$ cat config.mk
export PLATFORM = sky130hd
export DESIGN_NAME = acf_div1k
export DESIGN_NICKNAME = d
export VERILOG_FILES = /design/src/rtl/core/acf_pkg.sv /design/src/rtl/core/acf_div1k.sv
export SDC_FILE = /design/constraint.sdc
export NUM_CORES = 2
export LEC_CHECK = 0
export ABC_AREA = 0
export BUFFER_PORTS_ARGS = -buffer_cell sky130_fd_sc_hd__buf_2
export CORE_ASPECT_RATIO = 0.5
export CORE_MARGIN = 2
export CORE_UTILIZATION = 61
export DETAILED_ROUTE_END_ITERATION = 6
export PLACE_DENSITY = 0.86
export SYNTH_ARGS = -nofsm -noshare
export SYNTH_HDL_FRONTEND = slang
export SYNTH_SLANG_ARGS = --single-unit
$ cat constraint.sdc
create_clock -name clk -period 22.5 [get_ports clk]
set_input_delay 3.375 -clock clk [delete_from_list [all_inputs] [get_ports clk]]
set_output_delay 3.375 -clock clk [all_outputs]
set_load 0.03 [all_outputs]
$ cat src/rtl/core/acf_pkg.sv
`timescale 1ns / 1ps
// ----------------------------------------------------------------------------
// acf_pkg
// Shared constants, tables and helpers of the attitude complementary filter.
// ----------------------------------------------------------------------------
package acf_pkg;

  localparam int FRAC_BITS        = 16;
  localparam int CORDIC_STEPS_DEF = 16;
  localparam int ATAN_N           = 24;
  localparam int ATAN_IW          = $clog2(ATAN_N);
  localparam int TAB_SH           = 30 - FRAC_BITS;

  localparam int DIV_W     = 57;
  localparam int DIV_SH    = 57;
  localparam int DIV_ACC_W = DIV_W + 48;
  localparam int DIV_PP    = 4;
  localparam int DIV_K     = 1000;
  localparam logic [47:0] DIV_RECIP = 48'd144115188075855;
  localparam logic [63:0] DIV_HALF  = 64'd500;

  localparam int SQ_STEPS = 32;
  localparam int SQ_CW    = $clog2(SQ_STEPS + 1);

  localparam logic [31:0] PI_Q30 = 32'd3373259426;
  localparam logic signed [32:0] DEG_Q24 = 33'sd961263669;

  localparam logic [31:0] ATAN_Q30 [0:ATAN_N-1] = '{
    32'd843314857, 32'd497837830, 32'd263043837, 32'd133525159, 32'd67021687,
    32'd33543516, 32'd16775851, 32'd8388437, 32'd4194283, 32'd2097149,
    32'd1048576, 32'd524288, 32'd262144, 32'd131072, 32'd65536, 32'd32768,
    32'd16384, 32'd8192, 32'd4096, 32'd2048, 32'd1024, 32'd512, 32'd256,
    32'd128
  };

  typedef enum logic [1:0] {
    REG_BIAS_X = 2'd0,
    REG_BIAS_Y = 2'd1,
    REG_BIAS_Z = 2'd2,
    REG_GAIN   = 2'd3
  } reg_idx_t;

  function automatic logic [31:0] frac_of(input logic [31:0] t);
    logic [32:0] s;
    s = {1'b0, t} + (33'd1 << (TAB_SH - 1));
    s = s >> TAB_SH;
    return s[31:0];
  endfunction

  function automatic logic [31:0] atan_frac(input logic [ATAN_IW-1:0] i);
    logic [31:0] v;
    v = 32'd0;
    if (int'(i) < ATAN_N) begin
      v = frac_of(ATAN_Q30[i]);
    end
    return v;
  endfunction

  function automatic logic signed [31:0] sat32(input logic signed [63:0] v);
    logic signed [31:0] r;
    if (v > 64'sd2147483647) begin
      r = 32'sh7fffffff;
    end else if (v < -64'sd2147483648) begin
      r = 32'sh80000000;
    end else begin
      r = v[31:0];
    end
    return r;
  endfunction

endpackage

$ cat src/rtl/core/acf_div1k.sv
`timescale 1ns / 1ps
// ----------------------------------------------------------------------------
// acf_div1k
// Divide by 1000 through a reciprocal: four 32x32 partial products are
// accumulated, then one compare step fixes the estimate.
// ----------------------------------------------------------------------------
module acf_div1k
  import acf_pkg::*;
(
  input  logic             clk,
  input  logic             rst_n,
  input  logic             start,
  input  logic [DIV_W-1:0] dividend,
  output logic             done,
  output logic [DIV_W-1:0] quotient
);

  logic                 busy_r;
  logic                 done_r;
  logic [2:0]           cnt_r;
  logic [DIV_W-1:0]     n_r;
  logic [DIV_ACC_W-1:0] acc_r;
  logic [DIV_W-1:0]     quo_r;
  logic [31:0]          ma;
  logic [31:0]          mb;
  logic [63:0]          pp;
  logic [DIV_ACC_W-1:0] pp_sh;
  logic [DIV_W-1:0]     q0;
  logic [DIV_W-1:0]     q0_k;
  logic [DIV_W-1:0]     rem;

  always_comb begin
    case (cnt_r)
      3'd0: begin
        ma = n_r[31:0];
        mb = DIV_RECIP[31:0];
      end
      3'd1: begin
        ma = n_r[31:0];
        mb = 32'(DIV_RECIP[47:32]);
      end
      3'd2: begin
        ma = 32'(n_r[DIV_W-1:32]);
        mb = DIV_RECIP[31:0];
      end
      3'd3: begin
        ma = 32'(n_r[DIV_W-1:32]);
        mb = 32'(DIV_RECIP[47:32]);
      end
      default: begin
        ma = '0;
        mb = '0;
      end
    endcase
  end

  assign pp = ma * mb;

  always_comb begin
    case (cnt_r)
      3'd0:       pp_sh = DIV_ACC_W'(pp);
      3'd1, 3'd2: pp_sh = DIV_ACC_W'(pp) << 32;
      3'd3:       pp_sh = DIV_ACC_W'(pp) << 64;
      default:    pp_sh = '0;
    endcase
  end

  // estimate is exact or one low
  assign q0   = DIV_W'(acc_r >> DIV_SH);
  assign q0_k = (q0 << 10) - (q0 << 4) - (q0 << 3);
  assign rem  = n_r - q0_k;

  always_ff @(posedge clk) begin
    if (!rst_n) begin
      busy_r <= 1'b0;
      done_r <= 1'b0;
      cnt_r  <= '0;
    end else begin
      done_r <= 1'b0;
      if (start) begin
        busy_r <= 1'b1;
        cnt_r  <= '0;
      end else if (busy_r) begin
        if (cnt_r == 3'(DIV_PP)) begin
          busy_r <= 1'b0;
          done_r <= 1'b1;
        end else begin
          cnt_r <= cnt_r + 3'd1;
        end
      end
    end
  end

  always_ff @(posedge clk) begin
    if (start) begin
      n_r   <= dividend;
      acc_r <= '0;
    end else if (busy_r) begin
      if (cnt_r == 3'(DIV_PP)) begin
        quo_r <= (rem >= DIV_W'(DIV_K)) ? q0 + DIV_W'(1) : q0;
      end else begin
        acc_r <= acc_r + pp_sh;
      end
    end
  end

  assign done     = done_r;
  assign quotient = quo_r;

endmodule

==> run_results.csv <==
group,metric,value,unit
die,initial_core_util,62.04,%
setup_path,crit_arrival,16.14,ns
die,die_area,0.07492,sq mm
layout,finalNetCount,6419,
logic_synthesis,synth_top_area_cell,"fa_1",
route,drt_iter0_drc,5752,
clock_network,cts_tree,"built",
run_status,status,"finished with violations",
layout,layout-drive-gt1-share,4.967,%
setup_path,worstSetupEndpointType,"flop",
job,max-cap-violations,2,
setup_path,critPathBufInv,7,
clock_network,cts_hold_buffers,0,
route,drcViolationCount,0,
layout,area_growth_syn_to_layout,5.217,%
timing,setup_viol,0,
setup_path,crit_top_cell,"fa_1",
global_route,grt_max_degree,74,
setup_path,slowest_stage,"nor2_1",
logic_synthesis,avgSynthCellArea,8.611,sq um
timing,worst_clock_skew,0.06089,ns
setup_path,cp_top_family,"compound AO/OA/AOI/OAI gates",
timing,tightest_slew,1.537,ns
run_status,violations,"capacitance limit, slew limit",
timing,clock.fmax,0.06402,GHz
layout,area.sequential,0.005385,sq mm
clock_network,clock-sinks,216,
setup_path,crit_fanout,31,
timing,setup_tns,0,ns
clock_network,cts_root_buf,"clkbuf_16",
layout,multiInputGateArea,0.03428,sq mm
global_route,grt_usage,46.02,%
timing,grt_setup_unrepaired,"no",
route,vias,39794,
place,gp_congestion,1.104,
logic_synthesis,synthArstFlopShare,0,%
timing,setup_ws,6.881,ns
global_route,grt_pass1_vias,39661,
logic_synthesis,synth.top_cell.area_share,26.98,%
setup_path,regToRegSetupSlack,6.88,ns
setup_path,required,23.02,ns
logic_synthesis,synth_ff_type,"dfxtp_1",
route,wire_per_inst,27.75,um
setup_path,setup.worst_path.end,"acc_r[102]",
clock_network,clkLatencyLatePin,0.62,ns
clock_network,numCtsBuffers,24,
logic_synthesis,synthTopCellsByArea,"fa_1, ha_1, inv_1, edfxtp_1, dfxtp_1",
logic_synthesis,ys_types,84,
logic_synthesis,synth.most_common_cell,"inv_1",
timing,relSlewSlack,-3.225,%
global_route,antenna_found_initial,6,
setup_path,criticalPathCategory,"reg2reg",
die,chipWidth,385.1,um
logic_synthesis,syn_area,0.04430,sq mm
timing,min_period,15.62,ns
setup_path,crit_start,"cnt_r[2]",
clock_network,ctsHtreeMaxLevel,1,
logic_synthesis,ys_ff_latch,216,
logic_synthesis,syn_inst,5144,
setup_path,startpoint_type,"flop",
die,pin_count,118,
timing,slew_viol_final,4,
logic_synthesis,yosysSeqAreaShare,12.16,%
timing,hold_viol,0,
setup_path,critPathMaxStageDelay,0.92,ns
clock_network,cts_setup_buffers,0,
timing,worst_hold_slack,0.4563,ns
global_route,grt_pass1_wl,253100,um
logic_synthesis,synth_warnings,0,
setup_path,reg2reg_depth,45,
clock_network,clk_pin_slew_worst_paths,0.06,ns
setup_path,reg2reg_to,"acc_r[102]",
logic_synthesis,synth_edf_count,106,
route,dr.pass1.iters,6,
layout,n_fill_cell,5880,
place,port_buffers,109,
route,via_per_inst,6.485,
timing,min_period_over_period,69.42,%
global_route,grt-ovfl-total,0,
logic_synthesis,synth_common_cells,"inv_1, ha_1, fa_1",
place,post-place-ws,7.655,ns
route,totalWireLength,170300,um
worst_hold_path,hold_class,"reg2reg",
setup_path,regToRegStartpoint,"cnt_r[2]",
die,die_h,194.6,um
setup_path,cp.depth,45,
clock_network,clock_path_buffers,3,
route,ant_nets,0,
place,dp_hpwl,145300,um
clock_network,cts_resized,0,
die,placementRows,69,
die,core_area,0.07140,sq mm
==> tightest hold or removal path: stages, from the launching register on <==
cell     delay (ns)
dfxtp_1        0.31
nand2_1        0.05
a21oi_1        0.05
==> cell type report <==
cell class                 count  share of cell area [%]
antenna                        4                 0.02148
clock buffer                  31                   1.388
clock inverter                12                  0.3087
inverter                    1046                   8.424
multi-input combinational   3698                   73.55
sequential                   216                   11.55
tap                          958                   2.572
timing repair buffer         171                   2.182
==> per-layer routing <==
metal | vias up | share of wire, % | track usage (%)
met5 | - | 0.016 | 0
met4 | 4 | 5.3 | 18.39
met3 | 507 | 16 | 18.67
met2 | 2822 | 39 | 63.95
met1 | 19310 | 40 | 63.53
li1 | 17151 | - | -
==> how the worst min path moves through the flow <==
| stage | cells after the start | to | slack (ns) | start |
|---|---|---|---|---|
| floorplan | 2 | acc_r[41] | 0.43 | acc_r[41] |
| global placement | 2 | acc_r[37] | 0.44 | acc_r[37] |
| detailed placement | 2 | acc_r[32] | 0.45 | acc_r[32] |
| CTS | 2 | acc_r[20] | 0.46 | acc_r[20] |
| global route | 2 | acc_r[30] | 0.47 | acc_r[30] |
| finish | 2 | acc_r[20] | 0.46 | acc_r[20] |
==> cells by family (layout without fill, tap and decap cells) <==
family | after synthesis | after routing | share of synthesized area [%]
buf+inv | 1237 | 1260 | 10.59
fa+ha+maj | 1202 | 1202 | 44.07
simple gates | 1128 | 1128 | 12.21
compound gates | 1114 | 1114 | 16.06
xor+xnor | 233 | 233 | 4.607
flops | 216 | 216 | 12.16
mux | 13 | 13 | 0.2966
other cells | 1 | 12 | 0.008465
==> flip-flops by register name, indices dropped and copies added, names as in the netlist <==
register	count
acc_r	105
busy_r	1
cnt_r	3
done	1
n_r	57
quotient	49
==> per-stage QoR <==
stage	instances	util (%)	area (sq um)
finish	6136	65.28	46610
global route	6132	65.27	46600
CTS	6132	65.27	46600
detailed placement	6089	64.16	45810
global placement	6089	64.16	45810
floorplan	5151	-	44320
==> placed cells by master, fill, tap and decap left out, types with 21 or more instances in the layout <==
master and n:
a211oi_1 32, a21o_1 144, a21oi_1 363, a22o_1 47
a22oi_1 21, a31oi_1 32, and2_1 47, and3_1 40
buf_2 108, buf_4 62, clkbuf_16 24, dfxtp_1 110
edfxtp_1 106, fa_1 597, ha_1 605, inv_1 1045
nand2_1 397, nand2b_1 33, nand3_1 93, nand4_1 102
nor2_1 230, nor2b_1 25, nor3_1 47, nor4_1 24
o21a_1 31, o21ai_0 209, o21bai_1 46, or3_1 22
xnor2_1 161, xor2_1 72
Power is not shown: default switching activity piles up to over one toggle a cycle in this logic, so the estimate is an artifact.
