--- config.mk ---
export PLATFORM = sky130hd
export DESIGN_NAME = acf_isqrt
export DESIGN_NICKNAME = d
export VERILOG_FILES = /design/src/rtl/core/acf_pkg.sv /design/src/rtl/core/acf_isqrt.sv
export SDC_FILE = /design/constraint.sdc
export NUM_CORES = 1
export LEC_CHECK = 0
export BUFFER_PORTS_ARGS = -buffer_cell sky130_fd_sc_hd__buf_2
export CAP_MARGIN = 20
export CELL_PAD_IN_SITES_DETAIL_PLACEMENT = 1
export CELL_PAD_IN_SITES_GLOBAL_PLACEMENT = 1
export CORE_ASPECT_RATIO = 1.4
export CORE_MARGIN = 10
export CORE_UTILIZATION = 47
export DETAILED_ROUTE_END_ITERATION = 6
export GPL_ROUTABILITY_DRIVEN = 1
export HOLD_SLACK_MARGIN = 0.15
export PLACE_DENSITY = 0.87
export RECOVER_POWER = 50
export REMOVE_ABC_BUFFERS = 1
export SLEW_MARGIN = 30
export SYNTH_ARGS = -nofsm -noshare
export SYNTH_HDL_FRONTEND = slang
export SYNTH_SLANG_ARGS = --single-unit
--- constraint.sdc ---
create_clock -name clk -period 12 [get_ports clk]
set_input_delay 0.6 -clock clk [delete_from_list [all_inputs] [get_ports clk]]
set_output_delay 0.6 -clock clk [all_outputs]
set_load 0.01 [all_outputs]
--- src/rtl/core/acf_pkg.sv ---
`timescale 1ns / 1ps
// ----------------------------------------------------------------------------
// acf_pkg
// Shared constants, tables and helpers of the attitude complementary filter.
// ----------------------------------------------------------------------------
package acf_pkg;

  localparam int FRAC_BITS        = 16;
  localparam int CORDIC_STEPS_DEF = 16;
  localparam int ATAN_N           = 24;
  localparam int ATAN_IW          = $clog2(ATAN_N);
  localparam int TAB_SH           = 30 - FRAC_BITS;

  localparam int DIV_W     = 57;
  localparam int DIV_SH    = 57;
  localparam int DIV_ACC_W = DIV_W + 48;
  localparam int DIV_PP    = 4;
  localparam int DIV_K     = 1000;
  localparam logic [47:0] DIV_RECIP = 48'd144115188075855;
  localparam logic [63:0] DIV_HALF  = 64'd500;

  localparam int SQ_STEPS = 32;
  localparam int SQ_CW    = $clog2(SQ_STEPS + 1);

  localparam logic [31:0] PI_Q30 = 32'd3373259426;
  localparam logic signed [32:0] DEG_Q24 = 33'sd961263669;

  localparam logic [31:0] ATAN_Q30 [0:ATAN_N-1] = '{
    32'd843314857, 32'd497837830, 32'd263043837, 32'd133525159, 32'd67021687,
    32'd33543516, 32'd16775851, 32'd8388437, 32'd4194283, 32'd2097149,
    32'd1048576, 32'd524288, 32'd262144, 32'd131072, 32'd65536, 32'd32768,
    32'd16384, 32'd8192, 32'd4096, 32'd2048, 32'd1024, 32'd512, 32'd256,
    32'd128
  };

  typedef enum logic [1:0] {
    REG_BIAS_X = 2'd0,
    REG_BIAS_Y = 2'd1,
    REG_BIAS_Z = 2'd2,
    REG_GAIN   = 2'd3
  } reg_idx_t;

  function automatic logic [31:0] frac_of(input logic [31:0] t);
    logic [32:0] s;
    s = {1'b0, t} + (33'd1 << (TAB_SH - 1));
    s = s >> TAB_SH;
    return s[31:0];
  endfunction

  function automatic logic [31:0] atan_frac(input logic [ATAN_IW-1:0] i);
    logic [31:0] v;
    v = 32'd0;
    if (int'(i) < ATAN_N) begin
      v = frac_of(ATAN_Q30[i]);
    end
    return v;
  endfunction

  function automatic logic signed [31:0] sat32(input logic signed [63:0] v);
    logic signed [31:0] r;
    if (v > 64'sd2147483647) begin
      r = 32'sh7fffffff;
    end else if (v < -64'sd2147483648) begin
      r = 32'sh80000000;
    end else begin
      r = v[31:0];
    end
    return r;
  endfunction

endpackage

--- src/rtl/core/acf_isqrt.sv ---
`timescale 1ns / 1ps
// ----------------------------------------------------------------------------
// acf_isqrt
// Digit-by-digit integer square root of a 64-bit value, one bit per cycle.
// ----------------------------------------------------------------------------
module acf_isqrt
  import acf_pkg::*;
(
  input  logic        clk,
  input  logic        rst_n,
  input  logic        start,
  input  logic [63:0] radicand,
  output logic        done,
  output logic [31:0] root
);

  logic             busy_r;
  logic             done_r;
  logic [SQ_CW-1:0] cnt_r;
  logic [63:0]      n_r;
  logic [63:0]      res_r;
  logic [63:0]      bit_r;
  logic [63:0]      sum;

  assign sum = res_r + bit_r;

  always_ff @(posedge clk) begin
    if (!rst_n) begin
      busy_r <= 1'b0;
      done_r <= 1'b0;
      cnt_r  <= '0;
    end else begin
      done_r <= 1'b0;
      if (start) begin
        busy_r <= 1'b1;
        cnt_r  <= '0;
      end else if (busy_r) begin
        cnt_r <= cnt_r + 1'b1;
        if (cnt_r == SQ_CW'(SQ_STEPS - 1)) begin
          busy_r <= 1'b0;
          done_r <= 1'b1;
        end
      end
    end
  end

  always_ff @(posedge clk) begin
    if (start) begin
      n_r   <= radicand;
      res_r <= '0;
      bit_r <= 64'd1 << 62;
    end else if (busy_r) begin
      if (n_r >= sum) begin
        n_r   <= n_r - sum;
        res_r <= (res_r >> 1) + bit_r;
      end else begin
        res_r <= res_r >> 1;
      end
      bit_r <= bit_r >> 2;
    end
  end

  assign done = done_r;
  assign root = res_r[31:0];

endmodule

==> results by group <==
Clock network
  – Maximum level of the CTS H-tree: 4
  – CTS Root Buffer Type: sky130_fd_sc_hd__clkbuf_16
  – Quantity of gates resized following cts: 0
  – Clock tree from TritonCTS: built
  – Hold-fix buffers at CTS: 0
  – Clk_lat worst skew: between 0.4 and 0.5 ns
  – Post-CTS Setup Repair Bufs: 0
  – TritonCTS Buffers: 17
  – Clock input transition at the sequential cells of the worst setup and hold paths: 0.07 ns
  – Sinks on Clock Net: roughly 170
  – Max Root-Sink Buffers: 2

Synth
  – Register bit total from synthesis: ~170
  – Most instantiated cells after synthesis: sky130_fd_sc_hd__nand2_1 (243), sky130_fd_sc_hd__nor2_1 (187), sky130_fd_sc_hd__o21ai_0 (178), sky130_fd_sc_hd__a21oi_1 (135), sky130_fd_sc_hd__ha_1 (131)
  – Biggest area contributors in the synthesized netlist: sky130_fd_sc_hd__dfxtp_1 (14%), sky130_fd_sc_hd__edfxtp_1 (13%), sky130_fd_sc_hd__ha_1 (11%)
  – Portion of the post-synthesis area used by sequential elements: between 20% and 30%
  – Post-synth ARST share: 0%
  – EDFF count, synth: 64
  – Cell with the most instances after synthesis: sky130_fd_sc_hd__nand2_1
  – Post-synthesis cell count: 1952
  – Main flop type after synthesis: sky130_fd_sc_hd__dfxtp_1
  – Syn_area_per_cell: 7.83 um^2
  – Share of the synthesized area in the top cell type: 13.6%
  – Post-synthesis cell type count: between 70 and 80
  – Yosys warning count: 0
  – Cell taking the most area after synthesis: sky130_fd_sc_hd__dfxtp_1
  – Combined area of all synthesized cells: roughly 0.015 mm^2

Placed design
  – HPWL after DPL: ~40 mm
  – Area after detailed placement: between 0.015 and 0.02 mm^2
  – Count of buffers from port buffering: between 90 and 100
  – Weighted congestion reported at the end of routability-driven placement: between 0.9 and 1

Power
  – Maximum vdd drop: 104 uV
  – Standby leakage power: a little over 6 nW
  – Power density over the cells: 213 mW/mm^2

Cells and area
  – Area occupied by multi-input gates: approximately 0.010 mm^2
  – Area taken by flip-flops and latches: 0.00400 mm^2
  – Growth of design area from synthesis to finish: 6.56%
  – Share of layout cells above drive strength 1: under 10%
  – Final standard cell area without fillers: ~0.016 mm^2
  – Filler cells: approximately 4000
  – Antenna diodes: 0
  – Total Nets Final: roughly 2100

Setup path
  – Most prevalent standard cell on the critical path: sky130_fd_sc_hd__o21ai_0
  – Number of cells on the worst reg-to-reg path: 20
  – Count of buffering cells on the critical path with inverters included: 2
  – Top fanout value on the critical path: 64
  – Startpoint-to-endpoint class of the critical path: reg2reg
  – Top cell family by delay on the critical path: compound AO/OA/AOI/OAI gates
  – Depth of the critical timing path with buffers and inverters included: 20
  – Data required time of the critical path: approximately 12 ns
  – Crit start category: register
  – Data arrival at the endpoint of the critical path: 7.43 ns
  – Cell-by-cell trace of the critical path: ha_1, ha_1, a21oi_1, o21ai_0, a221oi_1, o21ai_0, a21oi_1, o21ai_0, o21ai_0, nand2_1, a221oi_1, xor2_1, ha_1, nand4_1, or3_1, o31ai_1, nor2_4, buf_4, o21ai_4, buf_4
  – Critical-path top delay cell: sky130_fd_sc_hd__buf_4
  – Delay of the slowest critical-path stage: between 0.7 and 0.8 ns
  – Element type at the critical path end: register

GRT
  – Sum of overflow across all layers after global routing: 0
  – Global-route usage over all layers: about a quarter
  – Initial antenna violation count: 0
  – Vias in the first global route: 15800
  – Wire length of the first global-routing pass: between 80 and 90 mm
  – Maximum number of pins on one net before global-route repair: 90

Flow run
  – Max capacitance violation total: 2

Route
  – Total number of vias: roughly 15000
  – Number of iterations in the first detailed-routing pass: 5
  – Drt total wl: a little over 50 mm
  – DRC violation count after routing: 0
  – DRT antenna net count: 0
  – Drt first-iter violations: around 800
  – Routed WL per cell: 21.3 um
  – Vias per std cell: roughly 6.3

Floorplanning
  – FP Rows: between 70 and 80
  – Number of primary I/O pins: 100
  – Height of the chip: roughly 230 um
  – Initial Utilization: between 40% and 50%
  – Core box area: approximately 0.032 mm^2
  – Die area: between 0.04 and 0.05 mm^2
  – Die boundary width: 172 um

STA
  – Fin crit share: approximately 61%
  – Final Hold Fails: 0
  – Worst setup skew after layout: 0.0105 ns
  – Count of pins over their slew limit: between 150 and 200
  – Actual slew at the worst max-slew pin: around 3.5 ns
  – Setup-violating endpoint count in the final report: 0
  – Max Clk Rate: around 140 MHz
  – Final critical delay including setup and external delays: ~7.4 ns
  – Final total negative setup slack: 0 ns
  – Setup repair after global routing missed its margin: no
  – Max-slew headroom: -134%

Min path
  – Class of the most critical hold timing path: in2reg
  – Hold path cells: 2

Status
  – Violated checks: max-capacitance violations, max-slew violations
  – Run status: complete, but fails checks
[final timing paths]
kind                            startpoint  endpoint  slack, ns
worst max-delay path              res_r[0]   n_r[42]       4.65
worst min-delay path                 rst_n    busy_r       0.40
worst max register to register    res_r[0]   n_r[42]       4.65
worst min register to register    cnt_r[5]      done       0.48
[metal layers]
| layer | vias up | wire length (um) | global-route usage (%) | part of all wire [%] |
|---|---|---|---|---|
| met1 | 7355 | 18600 | 24.3 | 37 |
| li1 | 7118 | - | - | - |
| met3 | 186 | 1850 | 3.04 | 3.6 |
| met2 | 427 | 27100 | 47.2 | 53 |
| met5 | - | 0 | 0 | 0 |
| met4 | 0 | 3370 | 17.7 | 6.6 |
[area by class of cell]
type	count	share of cell area, %
multi-input combinational	1599	64.1
sequential	168	24.6
tap	440	3.38
timing repair buffer	106	3.13
clock buffer	23	3.07
inverter	49	1.13
clock inverter	9	0.607
[flip-flops by register name, indices dropped and copies added (netlist names)]
name / flops
bit_r: 32
busy_r: 1
cnt_r: 6
done: 1
n_r: 64
res_r: 64
[power by group]
part	switching (mW)	leakage, nW	internal [mW]	total (mW)
Clock	0.260	0.292	0.321	0.581
Combinational	1.24	4.40	0.733	1.97
Sequential	0.141	1.49	0.772	0.913
Total	1.64	6.19	1.83	3.46
[cell usage in the layout, fill, tap and decap left out, types with 10 or more instances in the layout]
cell	n
sky130_fd_sc_hd__nand2_1	243
sky130_fd_sc_hd__nor2_1	187
sky130_fd_sc_hd__o21ai_0	178
sky130_fd_sc_hd__a21oi_1	135
sky130_fd_sc_hd__ha_1	131
sky130_fd_sc_hd__dfxtp_1	104
sky130_fd_sc_hd__xor2_1	78
sky130_fd_sc_hd__xnor2_1	77
sky130_fd_sc_hd__buf_2	65
sky130_fd_sc_hd__edfxtp_1	64
sky130_fd_sc_hd__a31oi_1	63
sky130_fd_sc_hd__mux2i_1	51
sky130_fd_sc_hd__inv_1	49
sky130_fd_sc_hd__nand4_1	46
sky130_fd_sc_hd__clkbuf_1	37
sky130_fd_sc_hd__a211oi_1	36
sky130_fd_sc_hd__nand3_1	32
sky130_fd_sc_hd__a21o_1	30
sky130_fd_sc_hd__nor3_1	28
sky130_fd_sc_hd__o21bai_1	22
sky130_fd_sc_hd__o31ai_1	21
sky130_fd_sc_hd__clkbuf_16	19
sky130_fd_sc_hd__a221oi_1	18
sky130_fd_sc_hd__or3_1	16
sky130_fd_sc_hd__o21a_1	15
sky130_fd_sc_hd__nand2b_1	14
sky130_fd_sc_hd__a31o_2	12
sky130_fd_sc_hd__a311oi_1	12
sky130_fd_sc_hd__and2_1	10
sky130_fd_sc_hd__a21boi_0	10
sky130_fd_sc_hd__and3_1	10
sky130_fd_sc_hd__nor2b_1	10
[cell families after synthesis]
| family | Yosys count | share of synthesized area [%] |
|---|---|---|
| buf+inv | 185 | 5.59 |
| compound gates | 624 | 26.1 |
| fa+ha+maj | 132 | 10.9 |
| mux | 59 | 3.93 |
| flops | 168 | 26.2 |
| xor+xnor | 155 | 8.88 |
| simple gates | 629 | 18.4 |
[stage by stage]
stage / setup slack [ns] / std cells / util (%) / hold WS (ns) / total power [mW]
2_1_floorplan: 2.33 / 1816 / - / 0.424 / 2.28
3_3_place_gp: 5.16 / 2362 / 48.7 / 0.443 / 2.77
3_5_place_dp: 4.82 / 2362 / 48.7 / 0.468 / 2.84
4_1_cts: 4.79 / 2394 / 50.6 / 0.385 / 3.45
5_1_grt: 3.97 / 2394 / 50.4 / 0.414 / 3.70
6_report: 4.65 / 2394 / 50.4 / 0.405 / 3.46
(Power assumes the default switching activity.)
