==> config.mk <==
export PLATFORM = sky130hd
export DESIGN_NAME = acf_cordic
export DESIGN_NICKNAME = d
export VERILOG_FILES = /design/src/rtl/core/acf_pkg.sv /design/src/rtl/core/acf_cordic.sv
export SDC_FILE = /design/constraint.sdc
export NUM_CORES = 1
export LEC_CHECK = 0
export BUFFER_PORTS_ARGS = -buffer_cell sky130_fd_sc_hd__buf_2
export CORE_ASPECT_RATIO = 0.6
export CORE_MARGIN = 3
export CORE_UTILIZATION = 50
export DETAILED_ROUTE_END_ITERATION = 16
export PLACE_DENSITY = 0.73
export SKIP_LAST_GASP = 1
export SLEW_MARGIN = 0
export SYNTH_ARGS = -nofsm -noshare
export SYNTH_HDL_FRONTEND = slang
export SYNTH_SLANG_ARGS = --single-unit
==> constraint.sdc <==
create_clock -name clk -period 16.45 [get_ports clk]
set_input_delay 3.29 -clock clk [delete_from_list [all_inputs] [get_ports clk]]
set_output_delay 3.29 -clock clk [all_outputs]
set_load 0.02 [all_outputs]
==> src/rtl/core/acf_pkg.sv <==
`timescale 1ns / 1ps
// ----------------------------------------------------------------------------
// acf_pkg
// Shared constants, tables and helpers of the attitude complementary filter.
// ----------------------------------------------------------------------------
package acf_pkg;

  localparam int FRAC_BITS        = 16;
  localparam int CORDIC_STEPS_DEF = 16;
  localparam int ATAN_N           = 24;
  localparam int ATAN_IW          = $clog2(ATAN_N);
  localparam int TAB_SH           = 30 - FRAC_BITS;

  localparam int DIV_W     = 57;
  localparam int DIV_SH    = 57;
  localparam int DIV_ACC_W = DIV_W + 48;
  localparam int DIV_PP    = 4;
  localparam int DIV_K     = 1000;
  localparam logic [47:0] DIV_RECIP = 48'd144115188075855;
  localparam logic [63:0] DIV_HALF  = 64'd500;

  localparam int SQ_STEPS = 32;
  localparam int SQ_CW    = $clog2(SQ_STEPS + 1);

  localparam logic [31:0] PI_Q30 = 32'd3373259426;
  localparam logic signed [32:0] DEG_Q24 = 33'sd961263669;

  localparam logic [31:0] ATAN_Q30 [0:ATAN_N-1] = '{
    32'd843314857, 32'd497837830, 32'd263043837, 32'd133525159, 32'd67021687,
    32'd33543516, 32'd16775851, 32'd8388437, 32'd4194283, 32'd2097149,
    32'd1048576, 32'd524288, 32'd262144, 32'd131072, 32'd65536, 32'd32768,
    32'd16384, 32'd8192, 32'd4096, 32'd2048, 32'd1024, 32'd512, 32'd256,
    32'd128
  };

  typedef enum logic [1:0] {
    REG_BIAS_X = 2'd0,
    REG_BIAS_Y = 2'd1,
    REG_BIAS_Z = 2'd2,
    REG_GAIN   = 2'd3
  } reg_idx_t;

  function automatic logic [31:0] frac_of(input logic [31:0] t);
    logic [32:0] s;
    s = {1'b0, t} + (33'd1 << (TAB_SH - 1));
    s = s >> TAB_SH;
    return s[31:0];
  endfunction

  function automatic logic [31:0] atan_frac(input logic [ATAN_IW-1:0] i);
    logic [31:0] v;
    v = 32'd0;
    if (int'(i) < ATAN_N) begin
      v = frac_of(ATAN_Q30[i]);
    end
    return v;
  endfunction

  function automatic logic signed [31:0] sat32(input logic signed [63:0] v);
    logic signed [31:0] r;
    if (v > 64'sd2147483647) begin
      r = 32'sh7fffffff;
    end else if (v < -64'sd2147483648) begin
      r = 32'sh80000000;
    end else begin
      r = v[31:0];
    end
    return r;
  endfunction

endpackage

==> src/rtl/core/acf_cordic.sv <==
`timescale 1ns / 1ps
// ----------------------------------------------------------------------------
// acf_cordic
// Iterative vectoring CORDIC giving atan2(y, x), one rotation per cycle.
// ----------------------------------------------------------------------------
module acf_cordic
  import acf_pkg::*;
#(
  parameter int CORDIC_STEPS = CORDIC_STEPS_DEF
) (
  input  logic               clk,
  input  logic               rst_n,
  input  logic               start,
  input  logic signed [33:0] y_in,
  input  logic signed [33:0] x_in,
  output logic               done,
  output logic signed [31:0] angle
);

  localparam int VW = 36;

  logic                     busy_r;
  logic                     done_r;
  logic [ATAN_IW-1:0]       i_r;
  logic signed [VW-1:0]     x_r;
  logic signed [VW-1:0]     y_r;
  logic signed [31:0]       z_r;
  logic signed [VW-1:0]     xs;
  logic signed [VW-1:0]     ys;
  logic signed [VW-1:0]     x0;
  logic signed [VW-1:0]     y0;
  logic signed [31:0]       a;
  logic signed [31:0]       pi_f;
  logic                     zero_in;

  assign x0      = VW'(x_in);
  assign y0      = VW'(y_in);
  assign zero_in = (x_in == '0) && (y_in == '0);
  assign xs      = x_r >>> i_r;
  assign ys      = y_r >>> i_r;
  assign a       = $signed(atan_frac(i_r));
  assign pi_f    = $signed(frac_of(PI_Q30));

  always_ff @(posedge clk) begin
    if (!rst_n) begin
      busy_r <= 1'b0;
      done_r <= 1'b0;
      i_r    <= '0;
    end else begin
      done_r <= 1'b0;
      if (start) begin
        i_r <= '0;
        if (zero_in) begin
          done_r <= 1'b1;
        end else begin
          busy_r <= 1'b1;
        end
      end else if (busy_r) begin
        i_r <= i_r + 1'b1;
        if (i_r == ATAN_IW'(CORDIC_STEPS - 1)) begin
          busy_r <= 1'b0;
          done_r <= 1'b1;
        end
      end
    end
  end

  always_ff @(posedge clk) begin
    if (start) begin
      if (zero_in) begin
        x_r <= x0;
        y_r <= y0;
        z_r <= '0;
      end else if (x0 < 0) begin
        x_r <= -x0;
        y_r <= -y0;
        z_r <= (y0 >= 0) ? pi_f : -pi_f;
      end else begin
        x_r <= x0;
        y_r <= y0;
        z_r <= '0;
      end
    end else if (busy_r) begin
      if (y_r >= 0) begin
        x_r <= x_r + ys;
        y_r <= y_r - xs;
        z_r <= z_r + a;
      end else begin
        x_r <= x_r - ys;
        y_r <= y_r + xs;
        z_r <= z_r - a;
      end
    end
  end

  assign done  = done_r;
  assign angle = z_r;

endmodule

==> results of run 1 <==
-- per-layer routing --
layer  part of all wire [%]  vias up  wire length (um)  track usage [%]
li1                       -     8514                 -                -
met1                     46     9358             35100             55.7
met2                     37     1182             27900             47.2
met3                     15      106             11400             16.2
met4                    1.6        8              1230             6.51
met5                  0.063        -                48                0
-- where the power goes --
part / total [mW] / internal (mW) / switching [mW]
Clock: 0.245 / 0.107 / 0.139
Combinational: 4.23 / 1.76 / 2.47
Sequential: 0.831 / 0.545 / 0.285
-- worst min path at each step --
stage	from	end	slack, ns
finish	i_r[1]$_SDFFE_PP0P_	i_r[1]$_SDFFE_PP0P_	0.64
global route	busy_r$_SDFFE_PN0P_	i_r[4]$_SDFFE_PP0P_	0.66
CTS	busy_r$_SDFFE_PN0P_	i_r[4]$_SDFFE_PP0P_	0.63
detailed placement	i_r[1]$_SDFFE_PP0P_	i_r[1]$_SDFFE_PP0P_	0.62
global placement	busy_r$_SDFFE_PN0P_	i_r[4]$_SDFFE_PP0P_	0.61
floorplan	x_r[0]$_DFFE_PP_	x_r[0]$_DFFE_PP_	0.67
-- through the flow --
step           area (sq um)  cells
6_report              20000   2730
5_1_grt               20000   2730
4_1_cts               20000   2730
3_5_place_dp          19700   2714
3_3_place_gp          19700   2713
2_1_floorplan         19000   2205
-- flip-flops by register name, summed over array words and instances (netlist names) --
register	count
angle	32
done	1
i_r	5
x_r	36
busy_r	1
y_r	36
-- area by class of cell --
type / instances / share of cell area [%]
Sequential cell: 111 / 16.4
Tap cell: 504 / 3.15
Clock inverter: 7 / 0.325
Timing Repair Buffer: 133 / 3.72
Clock buffer: 9 / 1.12
Multi-Input combinational cell: 1910 / 74.2
Inverter: 56 / 1.05
-- worst register-to-register path: cells and delay by family (launching register included) --
family | cells | cell delay (ns)
DFF | 1 | 0.46
muxes | 3 | 1.35
AOI/OAI and AO/OA | 7 | 1.54
buffers and inverters | 2 | 1.60
and+or+nand+nor | 8 | 2.47
xor gates and xnor gates | 1 | 0.14
adders and majority gates | 2 | 0.61
-- synth_stat cells, types with 9 or more instances --
| master | instances | area [sq um] |
|---|---|---|
| nand2_1 | 202 | 758 |
| o21ai_0 | 198 | 991 |
| nor2_1 | 140 | 526 |
| xnor2_1 | 136 | 1190 |
| ha_1 | 118 | 1480 |
| a21oi_1 | 117 | 586 |
| edfxtp_1 | 104 | 3120 |
| xor2_1 | 95 | 832 |
| mux2i_1 | 88 | 881 |
| mux4_2 | 81 | 1820 |
| a21o_1 | 63 | 473 |
| clkbuf_1 | 56 | 210 |
| inv_1 | 51 | 191 |
| mux2_2 | 48 | 541 |
| nand3_1 | 46 | 230 |
| o31ai_1 | 38 | 285 |
| nor3_1 | 37 | 185 |
| o22ai_1 | 34 | 213 |
| nand2b_1 | 31 | 194 |
| buf_2 | 28 | 140 |
| o21a_1 | 28 | 210 |
| nor2b_1 | 26 | 163 |
| or3_1 | 25 | 156 |
| a211oi_1 | 22 | 165 |
| o41ai_1 | 21 | 184 |
| buf_6 | 18 | 203 |
| nand4_1 | 18 | 113 |
| buf_1 | 17 | 63.8 |
| or4_1 | 16 | 120 |
| a31oi_1 | 13 | 81.3 |
| and2_1 | 13 | 81.3 |
| or2_2 | 12 | 75.1 |
| o211ai_1 | 11 | 82.6 |
| a21boi_0 | 10 | 75.1 |
| and3_1 | 10 | 62.6 |
| a221oi_1 | 9 | 78.8 |
| buf_4 | 9 | 67.6 |
| o21bai_1 | 9 | 67.6 |
-- cells by family after synthesis --
group,count (synthesis),share of synthesized area [%]
compound gates,695,24.7
xor+xnor,232,10.8
fa+ha+maj,121,8.08
buf+inv,184,4.71
flops,111,17.2
mux,222,17.4
simple gates,640,17.2
==> impl_metrics.csv, run 1 <==
group,metric,value,unit
run_status,outcome,"complete, no violations",
clock_tree,htree_levels,3,
finish,layout_common_cells,"nand2_1, o21ai_0, nor2_1",
setup_path,cpMaxStageDelayCell,"nor4b_1",
route,num_vias,19200,
logic_synthesis,ys_ff_latch,111,
finish,finalNetCount,2413,
setup_path,rr_startpoint,"i_r[1]$_SDFFE_PP0P_",
setup_path,crit_arrival,8.56,ns
finish,multi_input_area,14900,sq um
placement,pre_cts_slack,8.23,ns
route,routed_wirelength,75.6,mm
placement,gp_congestion,1.06,
setup_path,critPathTopFamily,"simple AND/OR/NAND/NOR gates",
clock_tree,cts-root-buf,"clkbuf_16",
logic_synthesis,avgSynthCellArea,8.62,sq um
clock_tree,hold_buffers,0,
sta,whs,0.638,ns
setup_path,rr_endpoint,"x_r[34]$_DFFE_PP_",
setup_path,cp_cell_sequence,"buf_4 -> buf_4 -> mux4_2 -> mux2i_1 -> nor2_1 -> a2111oi_2 -> ha_1 -> nand2_1 -> nor4b_1 -> nand3_1 -> nor3b_1 -> mux2_1 -> o22ai_1 -> ha_1 -> nor2b_1 -> o21a_1 -> o21ai_0 -> o21ai_0 -> or4_1 -> o21ai_0 -> a21oi_1 -> xnor2_1 -> nor2_1",
floorplanning,initial_core_util,51.5,%
floorplanning,pin_count,104,
setup_path,endpoint_kind,"flop",
logic_synthesis,syn_nets,2397,
floorplanning,core,36900,sq um
power_and_ir_drop,ir_drop,0.124,mV
finish,regArea,3280,sq um
sta,setup_violations,0,
sta,worst_pin_slew,1.26,ns
sta,finalHoldViolCount,0,
logic_synthesis,synth-edff-count,104,
clock_tree,cts_setup_buffers,0,
placement,dp_hpwl,58.4,mm
hold_path,min_path_type,"reg2reg",
clock_tree,cts_buffers,9,
finish,nFillCells,3466,
setup_path,path_class,"reg2reg",
finish,syn2layout_area_growth,5.32,%
sta,skew,0.0149,ns
clock_tree,worstSkewPairLatency,0.40,ns
sta,clock.fmax,119,MHz
clock_tree,cts_tree,"done",
finish,drive_above_1_share,15.7,%
floorplanning,row_count,54,
finish,finalCoreUtilization,54.3,%
global_route,grt-ovfl-total,0,
logic_synthesis,ys.flop_type,"edfxtp_1",
route,vias_per_cell,7.02,
route,wl_per_cell,27.7,um
global_route,antenna_found_initial,4,
setup_path,crit_top_cell,"o21ai_0",
setup_path,critPathLaunchType,"flop",
global_route,grt_max_degree,73,
floorplanning,die-area,40500,sq um
clock_tree,cts.sinks,111,
logic_synthesis,synth_area,19000,sq um
sta,rsz0062_at_grt,"false",
global_route,grt_use_total,36.7,%
placement,port_buffers,103,
power_and_ir_drop,p_per_area,265,nW/um^2
floorplanning,die_x,258,um
setup_path,worst-path-buf-inv,2,
sta,finalCritPeriodShare,51.2,%
sta,fin_setup_tns,0,ns
clock_tree,clkTransAtPathRegs,0.10,ns
logic_synthesis,yosys_warnings,0,
power_and_ir_drop,total_power,5.30,mW
setup_path,crit_path_max_incr_delay,0.92,ns
global_route,grt_first_pass_wirelength,113,mm
finish,antennaDiodeCount,0,
logic_synthesis,ys_types,112,
sta,layout_min_cycle_time,8.43,ns
setup_path,worst_ep_required_time,16.58,ns
logic_synthesis,synthArstFlopShare,0,%
setup_path,ff2ff_setup_slack,8.02,ns
setup_path,crit_end,"x_r[34]$_DFFE_PP_",
setup_path,cp.depth,23,
route,first_pass_iters,6,
sta,final_max_slew_viol_count,0,
global_route,grt_pass1_vias,17400,
job,drv_cap,0,
route,final_antenna_net_count,0,
sta,max_slew_margin,15.7,%
route,remaining_drc_errors,0,
clock_tree,cts_max_path_buffers,2,
setup_path,reg2reg_depth,23,
logic_synthesis,seq_area_frac_synth,17.2,%
setup_path,worstPathMaxFanout,64,
finish,mostFrequentLayoutCell,"nand2_1",
logic_synthesis,syn_inst,2205,
floorplanning,die_height,157,um
route,drtIter0Drc,2768,
sta,setup_ws,8.02,ns
hold_path,hold_depth,2,
power_and_ir_drop,p_leak,7.64,nW
setup_path,crit_start,"i_r[1]$_SDFFE_PP0P_",
clock_tree,cts_resized,0,
No activity file was read; power rests on OpenSTA's default activity.
==> inputs of run 2 (changes only) <==
--- a/config.mk
+++ b/config.mk
@@ -10,7 +10,7 @@
 export CORE_MARGIN = 3
 export CORE_UTILIZATION = 50
 export DETAILED_ROUTE_END_ITERATION = 16
-export PLACE_DENSITY = 0.73
+export PLACE_DENSITY = 0.76
 export SKIP_LAST_GASP = 1
 export SLEW_MARGIN = 0
 export SYNTH_ARGS = -nofsm -noshare
==> constraint.sdc (replaced) <==
create_clock -name clk -period 6.8 [get_ports clk]
set_input_delay 1.36 -clock clk [delete_from_list [all_inputs] [get_ports clk]]
set_output_delay 1.36 -clock clk [all_outputs]
set_load 0.02 [all_outputs]
==> impl_metrics.csv, run 2 (synthesized netlist as in run 1, its figures left out) <==
group,metric,value,unit
run_status,outcome,"complete, no violations",
placement,gp_congestion,1.01,
route,routed_wirelength,75.8,mm
clock_tree,worstSkewPairLatency,0.40,ns
sta,whs,0.682,ns
sta,layout_min_cycle_time,6.60,ns
placement,pre_cts_slack,0.241,ns
finish,antennaDiodeCount,0,
sta,max_slew_margin,19.3,%
route,drtIter0Drc,3088,
setup_path,crit_start,"i_r[1]$_SDFFE_PP0P_",
setup_path,crit_arrival,6.71,ns
clock_tree,cts_tree,"done",
finish,nFillCells,3335,
setup_path,worst-path-buf-inv,2,
finish,multi_input_area,14900,sq um
finish,mostFrequentLayoutCell,"nand2_1",
floorplanning,core,36900,sq um
power_and_ir_drop,p_leak,8.00,nW
global_route,antenna_found_initial,2,
sta,worst_pin_slew,1.21,ns
route,wl_per_cell,27.2,um
finish,finalNetCount,2473,
finish,layout_common_cells,"nand2_1, o21ai_0, nor2_1",
setup_path,cp_cell_sequence,"buf_16 -> ha_1 -> o221ai_1 -> or4_1 -> or4b_4 -> nand2_2 -> o2111ai_2 -> or3_1 -> nand2_1 -> xnor2_1 -> ha_1 -> nand2_1 -> nor4b_1 -> a2111oi_2 -> buf_4 -> o311ai_0 -> a21oi_1 -> xor2_1 -> o21ai_0",
placement,dpl_cell_area,20200,sq um
power_and_ir_drop,p_per_area,639,nW/um^2
clock_tree,cts-root-buf,"clkbuf_16",
finish,postLayoutCellArea,20700,sq um
floorplanning,pin_count,104,
setup_path,crit_path_max_incr_delay,0.98,ns
placement,port_buffers,103,
sta,setup_violations,0,
sta,setup_ws,0.196,ns
sta,skew,0.0133,ns
clock_tree,cts.sinks,111,
hold_path,min_path_type,"reg2reg",
floorplanning,die_x,258,um
setup_path,worst_ep_required_time,6.90,ns
sta,rsz0062_at_grt,"true",
finish,drive_above_1_share,18.3,%
setup_path,rr_startpoint,"i_r[1]$_SDFFE_PP0P_",
setup_path,cpMaxStageDelayCell,"nor4b_1",
global_route,grt_max_degree,77,
placement,dp_hpwl,58.5,mm
route,num_vias,19700,
sta,finalHoldViolCount,0,
clock_tree,cts_max_path_buffers,2,
route,final_antenna_net_count,0,
finish,regArea,3280,sq um
clock_tree,cts_buffers,9,
floorplanning,initial_core_util,51.5,%
setup_path,path_class,"reg2reg",
global_route,grt_use_total,35.8,%
sta,fin_setup_tns,0,ns
setup_path,ff2ff_setup_slack,0.20,ns
setup_path,crit_end,"angle[30]$_DFFE_PP_",
route,vias_per_cell,7.05,
setup_path,worstPathMaxFanout,53,
sta,finalCritPeriodShare,97.1,%
floorplanning,die-area,40500,sq um
power_and_ir_drop,total_power,13.2,mW
clock_tree,hold_buffers,0,
sta,clock.fmax,151,MHz
floorplanning,row_count,54,
setup_path,reg2reg_depth,19,
power_and_ir_drop,ir_drop,0.283,mV
setup_path,critPathLaunchType,"flop",
sta,final_max_slew_viol_count,0,
setup_path,rr_endpoint,"angle[30]$_DFFE_PP_",
setup_path,endpoint_kind,"flop",
route,remaining_drc_errors,0,
finish,syn2layout_area_growth,8.98,%
clock_tree,clkTransAtPathRegs,0.10,ns
global_route,grt_pass1_vias,17300,
clock_tree,htree_levels,3,
route,first_pass_iters,10,
global_route,grt_first_pass_wirelength,111,mm
floorplanning,die_height,157,um
setup_path,critPathTopFamily,"simple AND/OR/NAND/NOR gates",
setup_path,cp.depth,19,
global_route,grt-ovfl-total,0,
job,drv_cap,0,
run 2: changes by cell type in the layout (fill, tap and decap cells not counted), moves of 2 or more:
cell	change
buf_4	+50
buf_12	+5
buf_16	+3
a2111oi_2	+2
clkbuf_16	+2
inv_8	+2
o311ai_1	-2
run 2: final cells by class:
| class | instances | area share [%] |
|---|---|---|
| multi-input combinational | 1910 | 72.0 |
| sequential | 111 | 15.8 |
| timing repair buffer | 193 | 6.54 |
| tap | 504 | 3.04 |
| clock buffer | 9 | 1.09 |
| inverter | 56 | 1.01 |
| clock inverter | 7 | 0.507 |
run 2: worst reg2reg max path: cells and delay by family (launching register included):
kind | cells | cell delay [ns]
buf+inv | 2 | 0.57
flops | 1 | 0.53
compound gates | 6 | 1.32
fa+ha+maj | 2 | 0.59
simple gates | 7 | 3.09
xor+xnor | 2 | 0.24
run 2: how the worst min path moves through the flow:
stage                              from                  end  slack (ns)  cells after the start
floorplan              x_r[0]$_DFFE_PP_     x_r[0]$_DFFE_PP_        0.67                      2
global placement    busy_r$_SDFFE_PN0P_  i_r[4]$_SDFFE_PP0P_        0.65                      2
detailed placement  busy_r$_SDFFE_PN0P_  i_r[4]$_SDFFE_PP0P_        0.66                      2
CTS                 busy_r$_SDFFE_PN0P_  i_r[4]$_SDFFE_PP0P_        0.67                      2
global route        busy_r$_SDFFE_PN0P_  i_r[4]$_SDFFE_PP0P_        0.71                      2
finish              busy_r$_SDFFE_PN0P_  i_r[4]$_SDFFE_PP0P_        0.68                      2
run 2: stage by stage:
stage               utilization (%)  cells
floorplan                         -   2205
global placement               54.8   2770
detailed placement             54.8   2770
CTS                            55.7   2786
global route                   56.2   2790
finish                         56.2   2790
run 2: metal layers:
layer	global-route usage, %	share of wire, %	wire length, um	vias to the layer above
li1	-	-	-	8625
met1	54.1	43	32700	9430
met2	44.9	37	28200	1488
met3	17.2	18	13400	131
met4	6.70	1.9	1400	6
met5	1.50	0.14	105	-
run 2: report_power, final:
group          leakage, nW  internal [mW]  switching [mW]
Sequential            1.12           1.32           0.771
Clock                0.162          0.303           0.336
Combinational         6.72           4.44            6.07
Total                 8.00           6.07            7.18
run 2: timing repair:
| action | in CTS | in global routing |
|---|---|---|
| endpoints found under the setup margin | 0 | 23 |
| resized for setup | 0 | 15 |
| buffers inserted | 0 | 3 |
